<file path="src/sv/acmc_pkg.sv">
`default_nettype none
package acmc_pkg;
    localparam int KeyWords  = 44;
    localparam int BlockBytes = 16;
    localparam int QueueDepth = 4;

    typedef enum logic [1:0] {
        REG_KEY_UPPER = 2'd0,
        REG_KEY_LOWER = 2'd1,
        REG_IV_UPPER  = 2'd2,
        REG_IV_LOWER  = 2'd3
    } t_reg_idx;

    typedef struct packed {
        logic         valid;
        logic [127:0] block;
    } t_ks_block;

    function automatic logic [7:0] sbox(input logic [7:0] x);
        logic [7:0] t [256];
        t = '{
        8'h63,8'h7c,8'h77,8'h7b,8'hf2,8'h6b,8'h6f,8'hc5,8'h30,8'h01,8'h67,8'h2b,8'hfe,8'hd7,8'hab,8'h76,
        8'hca,8'h82,8'hc9,8'h7d,8'hfa,8'h59,8'h47,8'hf0,8'had,8'hd4,8'ha2,8'haf,8'h9c,8'ha4,8'h72,8'hc0,
        8'hb7,8'hfd,8'h93,8'h26,8'h36,8'h3f,8'hf7,8'hcc,8'h34,8'ha5,8'he5,8'hf1,8'h71,8'hd8,8'h31,8'h15,
        8'h04,8'hc7,8'h23,8'hc3,8'h18,8'h96,8'h05,8'h9a,8'h07,8'h12,8'h80,8'he2,8'heb,8'h27,8'hb2,8'h75,
        8'h09,8'h83,8'h2c,8'h1a,8'h1b,8'h6e,8'h5a,8'ha0,8'h52,8'h3b,8'hd6,8'hb3,8'h29,8'he3,8'h2f,8'h84,
        8'h53,8'hd1,8'h00,8'hed,8'h20,8'hfc,8'hb1,8'h5b,8'h6a,8'hcb,8'hbe,8'h39,8'h4a,8'h4c,8'h58,8'hcf,
        8'hd0,8'hef,8'haa,8'hfb,8'h43,8'h4d,8'h33,8'h85,8'h45,8'hf9,8'h02,8'h7f,8'h50,8'h3c,8'h9f,8'ha8,
        8'h51,8'ha3,8'h40,8'h8f,8'h92,8'h9d,8'h38,8'hf5,8'hbc,8'hb6,8'hda,8'h21,8'h10,8'hff,8'hf3,8'hd2,
        8'hcd,8'h0c,8'h13,8'hec,8'h5f,8'h97,8'h44,8'h17,8'hc4,8'ha7,8'h7e,8'h3d,8'h64,8'h5d,8'h19,8'h73,
        8'h60,8'h81,8'h4f,8'hdc,8'h22,8'h2a,8'h90,8'h88,8'h46,8'hee,8'hb8,8'h14,8'hde,8'h5e,8'h0b,8'hdb,
        8'he0,8'h32,8'h3a,8'h0a,8'h49,8'h06,8'h24,8'h5c,8'hc2,8'hd3,8'hac,8'h62,8'h91,8'h95,8'he4,8'h79,
        8'he7,8'hc8,8'h37,8'h6d,8'h8d,8'hd5,8'h4e,8'ha9,8'h6c,8'h56,8'hf4,8'hea,8'h65,8'h7a,8'hae,8'h08,
        8'hba,8'h78,8'h25,8'h2e,8'h1c,8'ha6,8'hb4,8'hc6,8'he8,8'hdd,8'h74,8'h1f,8'h4b,8'hbd,8'h8b,8'h8a,
        8'h70,8'h3e,8'hb5,8'h66,8'h48,8'h03,8'hf6,8'h0e,8'h61,8'h35,8'h57,8'hb9,8'h86,8'hc1,8'h1d,8'h9e,
        8'he1,8'hf8,8'h98,8'h11,8'h69,8'hd9,8'h8e,8'h94,8'h9b,8'h1e,8'h87,8'he9,8'hce,8'h55,8'h28,8'hdf,
        8'h8c,8'ha1,8'h89,8'h0d,8'hbf,8'he6,8'h42,8'h68,8'h41,8'h99,8'h2d,8'h0f,8'hb0,8'h54,8'hbb,8'h16};
        return t[x];
    endfunction

    function automatic logic [7:0] rcon(input logic [3:0] r);
        logic [7:0] v;
        unique case (r)
            4'd1:    v = 8'h01;
            4'd2:    v = 8'h02;
            4'd3:    v = 8'h04;
            4'd4:    v = 8'h08;
            4'd5:    v = 8'h10;
            4'd6:    v = 8'h20;
            4'd7:    v = 8'h40;
            4'd8:    v = 8'h80;
            4'd9:    v = 8'h1b;
            4'd10:   v = 8'h36;
            default: v = 8'h00;
        endcase
        return v;
    endfunction

    function automatic logic [7:0] xt(input logic [7:0] x);
        return {x[6:0], 1'b0} ^ (x[7] ? 8'h1b : 8'h00);
    endfunction

    // byte i of the state sits at bits 127-8i
    function automatic logic [127:0] sub_shift(input logic [127:0] s);
        logic [127:0] o;
        for (int c = 0; c < 4; c++) begin
            for (int r = 0; r < 4; r++) begin
                o[127 - 8 * (c * 4 + r) -: 8] = sbox(s[127 - 8 * (((c + r) % 4) * 4 + r) -: 8]);
            end
        end
        return o;
    endfunction

    function automatic logic [127:0] mix_cols(input logic [127:0] s);
        logic [127:0] o;
        logic [7:0] a0, a1, a2, a3, h;
        for (int c = 0; c < 4; c++) begin
            a0 = s[127 - 32 * c -: 8];
            a1 = s[119 - 32 * c -: 8];
            a2 = s[111 - 32 * c -: 8];
            a3 = s[103 - 32 * c -: 8];
            h  = a0 ^ a1 ^ a2 ^ a3;
            o[127 - 32 * c -: 8] = a0 ^ h ^ xt(a0 ^ a1);
            o[119 - 32 * c -: 8] = a1 ^ h ^ xt(a1 ^ a2);
            o[111 - 32 * c -: 8] = a2 ^ h ^ xt(a2 ^ a3);
            o[103 - 32 * c -: 8] = a3 ^ h ^ xt(a3 ^ a0);
        end
        return o;
    endfunction

    function automatic logic [127:0] next_rkey(input logic [127:0] k, input logic [3:0] r);
        logic [31:0] t, w0, w1, w2, w3;
        t  = {sbox(k[23:16]), sbox(k[15:8]), sbox(k[7:0]), sbox(k[31:24])} ^ {rcon(r), 24'h0};
        w0 = k[127:96] ^ t;
        w1 = k[95:64] ^ w0;
        w2 = k[63:32] ^ w1;
        w3 = k[31:0] ^ w2;
        return {w0, w1, w2, w3};
    endfunction
endpackage
`default_nettype wire

</file>
<file path="src/sv/acmc_front.sv">
`default_nettype none
module acmc_front (
    input  wire logic                 i_clk,
    input  wire logic                 i_rst_n,
    input  wire logic                 i_restart,
    input  acmc_pkg::t_ks_block       i_blk,
    output logic                      o_space,
    input  wire logic                 push,
    output logic                      full,
    input  wire logic [7:0]           i_data_in,
    output logic                      empty,
    input  wire logic                 pop,
    output logic [7:0]                o_data_out
);
    import acmc_pkg::*;

    logic [127:0] r_q [QueueDepth];
    logic [1:0]   r_wp, r_rp;
    logic [2:0]   r_cnt;
    logic [3:0]   r_pos;
    logic [1:0]   r_ocnt;
    logic [7:0]   r_ob [2];
    logic         r_ow, r_or;
    logic         take, give, use_blk;
    logic [7:0]   ks;

    assign o_space = (r_cnt < 3'd3);
    assign full    = (r_cnt == 3'd0) || (r_ocnt == 2'd2);
    assign empty   = (r_ocnt == 2'd0);
    assign take    = push && !full;
    assign give    = pop && !empty;
    assign use_blk = take && (r_pos == 4'd15);
    assign ks      = r_q[r_rp][127 - 8 * r_pos -: 8];
    assign o_data_out = r_ob[r_or];

    always_ff @(posedge i_clk) begin
        if (i_blk.valid) begin
            r_q[r_wp] <= i_blk.block;
        end
        if (take) begin
            r_ob[r_ow] <= i_data_in ^ ks;
        end
        if (!i_rst_n || i_restart) begin
            r_wp <= '0; r_rp <= '0; r_cnt <= '0; r_pos <= '0;
        end else begin
            if (i_blk.valid) r_wp <= r_wp + 2'd1;
            if (use_blk) r_rp <= r_rp + 2'd1;
            r_cnt <= r_cnt + {2'b0, i_blk.valid} - {2'b0, use_blk};
            if (take) r_pos <= r_pos + 4'd1;
        end
        if (!i_rst_n) begin
            r_ow <= 1'b0; r_or <= 1'b0; r_ocnt <= '0;
        end else begin
            if (take) r_ow <= ~r_ow;
            if (give) r_or <= ~r_or;
            r_ocnt <= r_ocnt + {1'b0, take} - {1'b0, give};
        end
    end
endmodule
`default_nettype wire

</file>
<file path="config.mk">
export PLATFORM = sky130hd
export DESIGN_NAME = acmc_front
export DESIGN_NICKNAME = d
export VERILOG_FILES = /design/src/sv/acmc_pkg.sv /design/src/sv/acmc_front.sv
export SDC_FILE = /design/constraint.sdc
export NUM_CORES = 1
export LEC_CHECK = 0
export BUFFER_PORTS_ARGS = -buffer_cell sky130_fd_sc_hd__buf_2
export CAP_MARGIN = 25
export CORE_UTILIZATION = 54
export DETAILED_ROUTE_END_ITERATION = 12
export PLACE_DENSITY = 0.75
export SLEW_MARGIN = 15
export SYNTH_ARGS = -nofsm -noshare
export SYNTH_HDL_FRONTEND = slang
export SYNTH_SLANG_ARGS = --single-unit
</file>
<file path="constraint.sdc">
create_clock -name i_clk -period 4.9 [get_ports i_clk]
set_input_delay 1.47 -clock i_clk [delete_from_list [all_inputs] [get_ports i_clk]]
set_output_delay 1.47 -clock i_clk [all_outputs]
set_load 0.02 [all_outputs]
</file>
==> Implementation_results.wiki, run 1 <==
{| class="wikitable"
! Metric !! Value
|-
| Placement Cell Area || approximately 0.023 sq mm
|-
| Final wirelength || about 45 mm
|-
| Total negative slack || 0 ps
|-
| IO Count || around 150
|-
| Sequential fraction of the synthesis area || 75.6%
|-
| CP Cell Sequence || mux2_2 > buf_2
|-
| Number of max-slew violations in the final report || 0
|-
| Highest net fanout along the worst path || 8
|-
| Placed wire-length estimate after detailed placement || 29.0 mm
|-
| Design Power || 0.00946 W
|-
| Post-place setup slack || around 1500 ps
|-
| Fillcell total || around 2,700
|-
| Die Footprint || between 0.04 and 0.05 sq mm
|-
| Most common cell in the netlist || sky130_fd_sc_hd__edfxtp_1
|-
| P&R area growth vs syn || 13.4%
|-
| Final count of hold timing violations || 0
|-
| Clk Tree Root Cell || sky130_fd_sc_hd__clkbuf_16
|-
| Hold Path Depth || 2
|-
| H-tree depth || 2
|-
| Number of vias in the routed layout || roughly 11,000
|-
| GPL Wtd Cong || around 0.79
|-
| Count of buffer and inverter cells on the critical path || 1
|-
| Max Cap Viol || 0
|-
| Slew at the pin with the worst max-slew slack || roughly 940 ps
|-
| Layout net count || about 1,400
|-
| Biggest area contributors in the synthesized netlist || sky130_fd_sc_hd__edfxtp_1 (74%), sky130_fd_sc_hd__mux4_2 (7.2%), sky130_fd_sc_hd__mux2i_1 (4.9%)
|-
| Synthesized area divided by synthesized cell count || 20.0 sq um
|-
| First-iteration detailed-routing DRC count || about 1,000
|-
| Number of storage elements in the synthesis netlist || between 500 and 600
|-
| Netlist area before placement || between 0.02 and 0.025 sq mm
|-
| R2R Path End || r_ob[1][3]$_DFFE_PP_
|-
| Setup Skew || ~16 ps
|-
| Startpoint type of the worst setup path || register
|-
| Number of gates on the worst path with buffers counted || 2
|-
| Via count of the first global-routing pass || between 10,000 and 15,000
|-
| Setup repair after global routing missed its margin || no
|-
| Total CTS buffers || 52
|-
| Cell type group with the largest total delay on the critical path || flip-flops
|-
| IR drop worst, VDD || ~0.39 mV
|-
| Final Critical Period || ~3200 ps
|-
| Hold WC Path Type || register to register
|-
| Max-slew headroom || 37.5%
|-
| Number of input and output port buffers inserted || roughly 150
|-
| Floorplan Core Area || between 0.03 and 0.04 sq mm
|-
| Fraction of registers with async set/reset || 0%
|-
| Synth Net Count || ~1,200
|-
| Final worst slack || 1670 ps
|-
| Via count normalized by instance count || roughly 6
|-
| Routed len/inst || 24.7 microns
|-
| Reg-to-reg setup timing slack || about 1700 ps
|-
| P per Cell Area || about 400 mW/mm^2
|-
| Worst setup path class || register to output pin
|-
| Post-route antenna net violation count || 0
|-
| CP Capture Type || output pin
|-
| Required time worst endpoint || between 3000 and 4000 ps
|-
| Post-cts repair resize count || 0
|-
| Post-synthesis cell type with the largest combined area || sky130_fd_sc_hd__edfxtp_1
|-
| Post-CTS Hold Fix Bufs || 0
|-
| Prevailing post-synth register cell || sky130_fd_sc_hd__edfxtp_1
|-
| Initial DRT Pass Iterations || 5
|-
| Hold-critical path endpoint || r_or$_SDFFE_PN0P_
|-
| Number of DRC violations after detailed routing || 0
|-
| Yosys warning count || 0
|-
| Maximum clock rate || around 310 MHz
|-
| Max stage delay on crit path || 570 ps
|-
| Overflow left after global routing || 0
|-
| Fraction of post-synthesis cell area in the top cell type by area || about three quarters
|-
| EDFF count, synth || roughly 530
|-
| Proportion of layout cells with a drive suffix above 1 || between 20% and 30%
|-
| Worst Hold Launch || r_or$_SDFFE_PN0P_
|-
| Initial antenna violation count || 11
|-
| Global-route usage over all layers || between 20% and 30%
|-
| Clock latency on the worst-skew pair || 580 ps
|-
| Data arrival time of the worst path || 1760 ps
|-
| Clock sink total || 546
|-
| Effective utilization at floorplan || 55.1%
|-
| Final Cell Area || approximately 0.024 sq mm
|-
| Maximum number of pins on one net before global-route repair || about 60
|-
| Global-route wire length before repair || between 60 and 70 mm
|-
| Number of cells traversed by the worst register-to-register path || 6
|-
| Total number of placement rows || 72
|-
| CTS tree || built
|-
| Mapped Cells || roughly 1,100
|-
| Total setup violations reported at the end of the flow || 0
|-
| Status || finished clean
|-
| Most common library cells after synthesis || sky130_fd_sc_hd__edfxtp_1 (528), sky130_fd_sc_hd__mux2i_1 (105), sky130_fd_sc_hd__mux4_2 (69), sky130_fd_sc_hd__a22oi_1 (56), sky130_fd_sc_hd__nor2_1 (31)
|-
| CTS max path bufs || 3
|-
| X dimension of the die || around 200 microns
|-
| Final period utilization || 66.0%
|-
| Number of buffers inserted by post-CTS setup repair || 0
|-
| Distinct cell type count of the synthesized netlist || 43
|-
| Clock slew at reported path FFs || around 60 ps
|-
| Static leakage || about 8 nW
|-
| Crit-path slowest cell || sky130_fd_sc_hd__dfxtp_1
|-
| Vertical die dimension || between 200 and 250 microns
|}
[tightest hold or removal path: stages, from the launching register on]
cell and delay (ps):
sky130_fd_sc_hd__dfxtp_1 320, sky130_fd_sc_hd__xnor2_1 90, sky130_fd_sc_hd__nor2b_1 100
[cell usage in the layout (no fill, tap or decap), types with 11 or more instances in the layout]
master / n
sky130_fd_sc_hd__nand2_1: 12
sky130_fd_sc_hd__clkbuf_16: 53
sky130_fd_sc_hd__mux4_1: 11
sky130_fd_sc_hd__nor2_1: 30
sky130_fd_sc_hd__nand3_1: 17
sky130_fd_sc_hd__buf_4: 18
sky130_fd_sc_hd__nor2b_1: 11
sky130_fd_sc_hd__inv_1: 17
sky130_fd_sc_hd__edfxtp_1: 528
sky130_fd_sc_hd__clkbuf_1: 14
sky130_fd_sc_hd__clkinv_1: 16
sky130_fd_sc_hd__buf_2: 152
sky130_fd_sc_hd__a22oi_1: 56
sky130_fd_sc_hd__dfxtp_1: 15
sky130_fd_sc_hd__o22ai_1: 24
sky130_fd_sc_hd__mux2i_1: 105
sky130_fd_sc_hd__mux4_2: 69
[cell type report]
type	count	area, sq um	area share, %
Clock buffer	67	1380	5.66
Inverter	17	63.8	0.262
Multi-Input combinational cell	451	4790	19.7
Sequential cell	546	16200	66.6
Antenna cell	5	12.5	0.0514
Tap cell	518	648	2.66
Clock inverter	27	196	0.807
Timing Repair Buffer	177	1030	4.23
[metal layers]
| metal | GRT usage [%] | up-vias | share of wire, % |
|---|---|---|---|
| met1 | 29.7 | 5463 | 41 |
| met2 | 34.8 | 388 | 49 |
| met3 | 5.80 | 90 | 7.9 |
| met5 | 0 | - | 0.19 |
| met4 | 8.55 | 12 | 2.7 |
| li1 | - | 4786 | - |
[report_power, final]
part | internal, W | switching [W] | leakage (nW)
clock | 0.00213 | 0.00161 | 0.765
combinational | 0.000168 | 0.000250 | 2.01
sequential | 0.00526 | 0.0000404 | 4.99
total | 0.00755 | 0.00190 | 7.77
[cells by family (layout without fill, tap and decap cells)]
kind of cell	count (synthesis)	after routing	synth area share, %
flip-flops	546	546	75.6
AND/OR/NAND/NOR	120	120	3.20
XOR/XNOR	10	10	0.408
other	0	5	0
buffers and inverters	74	288	2.26
adder cells (fa/ha/maj)	11	11	0.676
multiplexers	193	193	13.9
AO/OA/AOI/OAI	117	117	3.99
[per-stage QoR]
| stage | util (%) | cells | hold slack (ps) |
|---|---|---|---|
| detailed placement | 58.4 | 1708 | 527 |
| floorplan | - | 1071 | 485 |
| CTS | 62.5 | 1802 | 548 |
| global placement | 58.4 | 1708 | 522 |
| finish | 62.6 | 1808 | 551 |
| global route | 62.5 | 1807 | 562 |
[state kept, by name (all words and copies together), names as in the netlist, named ones only]
register  count
r_rp          2
r_or          1
r_ob         16
r_cnt         3
r_pos         4
r_q         512
r_ocnt        2
r_ow          1
r_wp          2
[worst max path at each step]
stage | start | to | slack [ps]
final | register | o_data_out[2] | 1670
after CTS | register | o_data_out[2] | 1640
after global placement | push | r_cnt[2]$_SDFF_PP0_ | 1550
after floorplan | i_blk[128] | r_q[1][0]$_DFFE_PP_ | 1410
after global routing | register | r_ob[0][7]$_DFFE_PP_ | 1410
after detailed placement | push | r_cnt[2]$_SDFF_PP0_ | 1530
No activity file was read; power rests on OpenSTA's default activity.
==> run 2, diff against run 1 <==
Clock period 4.9 ns to 2.6 ns, I/O delays scaled along.
==> run 2 against run 1 <==
Compared with the run above:
- clock power is 100% higher
- sequential cell count stayed put
- wire length is 6.5% higher
- die area stayed put
- clock skew is 4.2 ps lower
- critical path depth is 5 higher
- combinational power is 99% higher
- core utilization is 2.3 points higher
- worst hold slack worse by 140 ps
- first-iteration DRC count is 3.3% lower
- via count is 3.9% higher
- worst setup slack worse by 1600 ps
- critical path type is now register to register
- highest routed layer unchanged
==> Implementation_results.wiki, run 2 (synthesized netlist as in run 1, its figures left out) <==
{| class="wikitable"
! Metric !! Value
|-
| Required time worst endpoint || ~2900 ps
|-
| Static leakage || around 8.2 nW
|-
| Overflow left after global routing || 0
|-
| GPL Wtd Cong || just over 0.8
|-
| Highest net fanout along the worst path || 10
|-
| Cells after DPL || around 1,800
|-
| Number of max-slew violations in the final report || 0
|-
| Final non-filler cell total || around 1,900
|-
| Die Footprint || slightly above 0.04 sq mm
|-
| Setup repair after global routing missed its margin || no
|-
| Floorplan Core Area || between 0.03 and 0.04 sq mm
|-
| Most used cells in the layout excluding fill and tap cells || sky130_fd_sc_hd__edfxtp_1 (528), sky130_fd_sc_hd__buf_2 (152), sky130_fd_sc_hd__mux2i_1 (104)
|-
| Max-slew headroom || between 30 and 40%
|-
| Routed len/inst || around 25 microns
|-
| Status || finished clean
|-
| Initial antenna violation count || 10
|-
| Clk Tree Root Cell || sky130_fd_sc_hd__clkbuf_16
|-
| Final wirelength || 47.5 mm
|-
| Final count of hold timing violations || 0
|-
| Max Cap Viol || 0
|-
| Effective utilization at floorplan || 55.1%
|-
| Post-route antenna net violation count || 0
|-
| Most common cell after layout, fill and taps aside || sky130_fd_sc_hd__edfxtp_1
|-
| Global-route wire length before repair || around 70 mm
|-
| Setup Skew || 12.1 ps
|-
| Post-place setup slack || -34.1 ps
|-
| X dimension of the die || between 200 and 250 microns
|-
| P per Cell Area || around 730 mW/mm^2
|-
| P&R area growth vs syn || 17.7%
|-
| Vertical die dimension || 201 microns
|-
| Number of vias in the routed layout || 11,157
|-
| Hold WC Path Type || input port to register
|-
| IO Count || roughly 150
|-
| Post-CTS Hold Fix Bufs || 0
|-
| Initial DRT Pass Iterations || 5
|-
| Maximum number of pins on one net before global-route repair || 40
|-
| CP Capture Type || register
|-
| Flip-flop count of the largest register, all copies and words added || 512
|-
| Proportion of layout cells with a drive suffix above 1 || a little under a third
|-
| Total negative slack || 0 ps
|-
| Maximum clock rate || between 300 and 400 MHz
|-
| First-iteration detailed-routing DRC count || a little over 1,000
|-
| Placed wire-length estimate after detailed placement || around 32 mm
|-
| Worst setup path class || register to register
|-
| Slew at the pin with the worst max-slew slack || approximately 890 ps
|-
| Total number of placement rows || a little over 70
|-
| Clock latency on the worst-skew pair || between 500 and 600 ps
|-
| Number of input and output port buffers inserted || approximately 150
|-
| Total CTS buffers || 53
|-
| Global-route usage over all layers || a little under a quarter
|-
| Final period utilization || a little under 100%
|-
| Largest registers || r_q x512, r_ob x16, r_pos x4
|-
| Via count normalized by instance count || approximately 6.0
|-
| Via count of the first global-routing pass || 11,526
|-
| Most flops, register || r_q
|-
| Design Power || around 0.018 W
|-
| CTS tree || built
|-
| Startpoint type of the worst setup path || register
|-
| Layout net count || around 1,500
|-
| Final Critical Period || between 2000 and 3000 ps
|-
| Number of DRC violations after detailed routing || 0
|-
| H-tree depth || 2
|-
| Final worst slack || between 70 and 80 ps
|-
| Total setup violations reported at the end of the flow || 0
|-
| IR drop worst, VDD || 0.546 mV
|-
| Data arrival time of the worst path || 2850 ps
|-
| Clock slew at reported path FFs || 60 ps
|-
| Clock sink total || around 550
|-
| CTS max path bufs || 3
|-
| Fillcell total || around 2,600
|}
## run 2: cell type report
cell class / instances / area [sq um] / share of cell area (%)
tap: 518 / 648 / 2.57
sequential: 546 / 16200 / 64.2
timing repair buffer: 237 / 1780 / 7.05
clock inverter: 30 / 322 / 1.27
inverter: 17 / 63.8 / 0.253
multi-input combinational: 451 / 4840 / 19.2
clock buffer: 59 / 1360 / 5.38
antenna: 8 / 20.0 / 0.0793
## run 2: repair_timing
action / CTS / global route
gates cloned: 0 / 2
setup buffers: 0 / 3
resized for setup: 3 / 10
pin swaps: 0 / 1
endpoints found under the setup margin: 8 / 16
## run 2: routing by layer
layer | global-route usage (%) | share of wire [%] | vias up
met2 | 37.3 | 49 | 459
met1 | 32.4 | 41 | 5721
met4 | 8.36 | 2.3 | 6
met3 | 5.23 | 7.7 | 65
li1 | - | - | 4906
met5 | 0 | 0.080 | -
## run 2: final timing paths
check                                       endpoint               from  depth (start not counted)  slack [ps]
worst max-delay path            r_ob[0][5]$_DFFE_PP_           register                          7          80
worst min-delay path            r_q[3][83]$_DFFE_PP_          i_blk[83]                          1         410
worst max register to register  r_ob[0][5]$_DFFE_PP_           register                          7          80
worst min register to register              register  r_or$_SDFFE_PN0P_                          2         560
## run 2: report_power, final
| group | switching, W | leakage [nW] | internal [W] |
|---|---|---|---|
| sequential | 0.0000830 | 4.99 | 0.00990 |
| combinational | 0.000485 | 2.41 | 0.000344 |
| clock | 0.00310 | 0.825 | 0.00442 |
## run 2: stage by stage
stage	util [%]	hold slack, ps	area (sq um)
after floorplan	-	485	21500
after global placement	60.2	520	23400
after detailed placement	60.2	544	23400
after CTS	64.5	389	25100
after global routing	64.8	398	25200
final	64.9	408	25300
## run 2: worst max-delay path, cell delays in order (launching register included)
cell                        delay, ps
sky130_fd_sc_hd__dfxtp_4          440
sky130_fd_sc_hd__buf_4            170
sky130_fd_sc_hd__clkbuf_16        180
sky130_fd_sc_hd__mux4_1           550
sky130_fd_sc_hd__o22ai_1          220
sky130_fd_sc_hd__nor2_1            60
sky130_fd_sc_hd__nor4b_1          170
sky130_fd_sc_hd__a2111oi_1        470
==> run 3, diff against run 2 <==
Settings changed: CORE_MARGIN set to 4, PLACE_DENSITY 0.75 to not set, PLACE_DENSITY_LB_ADDON set to 0.2.
==> run 3 against run 2 <==
Compared with the run above:
- core utilization fell by 1.1 points
- critical endpoint is now r_ob[1][7]$_DFFE_PP_
- cell count fell by 1.6%
- worst setup slack improved by 16 ps
- die area rose by 6.0%
- largest power group unchanged
- highest routed layer unchanged
- clock power fell by 5.2%
==> Implementation_results.wiki, run 3 (synthesized netlist as in run 1, its figures left out) <==
{| class="wikitable"
! Metric !! Value
|-
| Highest net fanout along the worst path || 27
|-
| Static leakage || approximately 8.0 nW
|-
| Post-route antenna net violation count || 0
|-
| Placed wire-length estimate after detailed placement || roughly 30 mm
|-
| Final period utilization || between 90% and 100%
|-
| Setup Skew || roughly 17 ps
|-
| Proportion of layout cells with a drive suffix above 1 || around 29%
|-
| Initial antenna violation count || 4
|-
| Via count of the first global-routing pass || between 10,000 and 15,000
|-
| Startpoint type of the worst setup path || register
|-
| Worst setup path class || register to register
|-
| Clock sink total || ~550
|-
| Max Cap Viol || 0
|-
| Final Cell Area || approximately 0.025 sq mm
|-
| Vertical die dimension || 207 microns
|-
| X dimension of the die || 207 microns
|-
| Setup repair after global routing missed its margin || no
|-
| Most used cells in the layout excluding fill and tap cells || sky130_fd_sc_hd__edfxtp_1 (528), sky130_fd_sc_hd__buf_2 (152), sky130_fd_sc_hd__mux2i_1 (104)
|-
| CTS max path bufs || 3
|-
| Maximum number of pins on one net before global-route repair || 63
|-
| Cell type group with the largest total delay on the critical path || compound AO/OA/AOI/OAI gates
|-
| Post-CTS Hold Fix Bufs || 0
|-
| Max stage delay on crit path || between 500 and 600 ps
|-
| Total number of placement rows || 72
|-
| IO Count || between 150 and 200
|-
| Final wirelength || between 40 and 50 mm
|-
| Cells after DPL || 1,735
|-
| Number of vias in the routed layout || 10,884
|-
| Final non-filler cell total || 1,837
|-
| Floorplan Core Area || 0.0390 sq mm
|-
| Crit-path slowest cell || sky130_fd_sc_hd__mux4_2
|-
| Global-route usage over all layers || 21.1%
|-
| Final count of hold timing violations || 0
|-
| Total CTS buffers || 54
|-
| CP Cell Sequence || buf_16 > mux4_2 > mux2i_2 > o21a_1 > a311oi_2 > a2111oi_2
|-
| Overflow left after global routing || 0
|-
| Most common cell after layout, fill and taps aside || sky130_fd_sc_hd__edfxtp_1
|-
| Initial DRT Pass Iterations || 5
|-
| P per Cell Area || 721 mW/mm^2
|-
| Number of max-slew violations in the final report || 0
|-
| Number of gates on the worst path with buffers counted || 6
|-
| CP Capture Type || register
|-
| Via count normalized by instance count || a little under 6
|-
| Count of buffer and inverter cells on the critical path || 1
|-
| Clock slew at reported path FFs || around 60 ps
|-
| Die Footprint || approximately 0.043 sq mm
|-
| Hold Path Depth || 1
|-
| Hold WC Path Type || input port to register
|-
| Clk Tree Root Cell || sky130_fd_sc_hd__clkbuf_16
|-
| Flip-flop count of the largest register, all copies and words added || slightly above 500
|-
| Routed len/inst || between 20 and 30 microns
|-
| IR drop worst, VDD || 0.671 mV
|-
| Required time worst endpoint || 2950 ps
|-
| Number of buffers inserted by post-CTS setup repair || 0
|-
| Maximum clock rate || ~400 MHz
|-
| P&R area growth vs syn || 15.9%
|-
| CTS tree || built
|-
| Number of DRC violations after detailed routing || 0
|-
| Slew at the pin with the worst max-slew slack || 622 ps
|-
| Register area || ~0.016 sq mm
|-
| Most flops, register || r_q
|-
| Clock latency on the worst-skew pair || around 590 ps
|-
| Effective utilization at floorplan || between 50% and 60%
|-
| First-iteration detailed-routing DRC count || between 800 and 900
|-
| Number of input and output port buffers inserted || 152
|-
| H-tree depth || 2
|-
| GPL Wtd Cong || 0.806
|-
| Placement Cell Area || ~0.023 sq mm
|-
| Largest registers || r_q x512, r_ob x16, r_pos x4
|-
| Final Critical Period || approximately 2500 ps
|-
| Total setup violations reported at the end of the flow || 0
|-
| Area of the multi-input gates || ~0.0049 sq mm
|-
| Fillcell total || 2,700
|-
| Max-slew headroom || a little under 60%
|-
| Layout net count || between 1,000 and 1,500
|-
| Status || finished clean
|-
| Number of cells traversed by the worst register-to-register path || 6
|-
| Data arrival time of the worst path || roughly 2900 ps
|-
| Global-route wire length before repair || approximately 70 mm
|}
==> run 3: cell count changes in the layout (fill, tap and decap cells not counted), sizes merged <==
cell	before	now
buf	235	203
bufinv	7	2
clkbuf	61	73
clkinv	20	21
clkinvlp	2	0
diode	8	5
==> run 3: what timing repair did <==
item,4_1_cts,5_1_grt
pin swaps,0,5
gates resized for setup,5,17
endpoints found under the setup margin,6,16
cloned,0,1
==> run 3: per-layer routing <==
metal,up-vias,part of all wire [%],global-route usage (%)
li1,4833,-,-
met1,5602,42,30.5
met2,374,48,32.9
met3,71,7.2,4.32
met4,4,2.6,6.66
met5,-,0.032,0
==> run 3: where the power goes <==
group          internal, W  switching, W
Clock              0.00406       0.00306
Sequential         0.00991     0.0000754
Combinational     0.000337      0.000496
==> run 3: worst paths after layout <==
check | from | endpoint | slack, ps
max | register | r_ob[1][7]$_DFFE_PP_ | 90
min | i_blk[49] | r_q[0][49]$_DFFE_PP_ | 410
max reg2reg | register | r_ob[1][7]$_DFFE_PP_ | 90
min reg2reg | r_wp[0]$_SDFFE_PP0P_ | r_wp[0]$_SDFFE_PP0P_ | 560
==> run 3: through the flow <==
step	utilization (%)	power, W	setup TNS [ps]	setup slack, ps	hold slack, ps
CTS	63.4	0.0181	0	3.06	373
global placement	59.2	0.0110	0	7.14	523
finish	63.8	0.0179	0	93.4	406
global route	63.7	0.0185	0	2.96	382
detailed placement	59.2	0.0110	-297	-110	550
floorplan	-	0.0106	0	204	485
==> run 3: area by class of cell <==
type / instances / area share, %
tap: 518 / 2.61
clock inverter: 24 / 0.654
inverter: 17 / 0.257
timing repair buffer: 204 / 5.80
sequential: 546 / 65.2
antenna: 5 / 0.0503
clock buffer: 72 / 5.79
multi-input combinational: 451 / 19.6
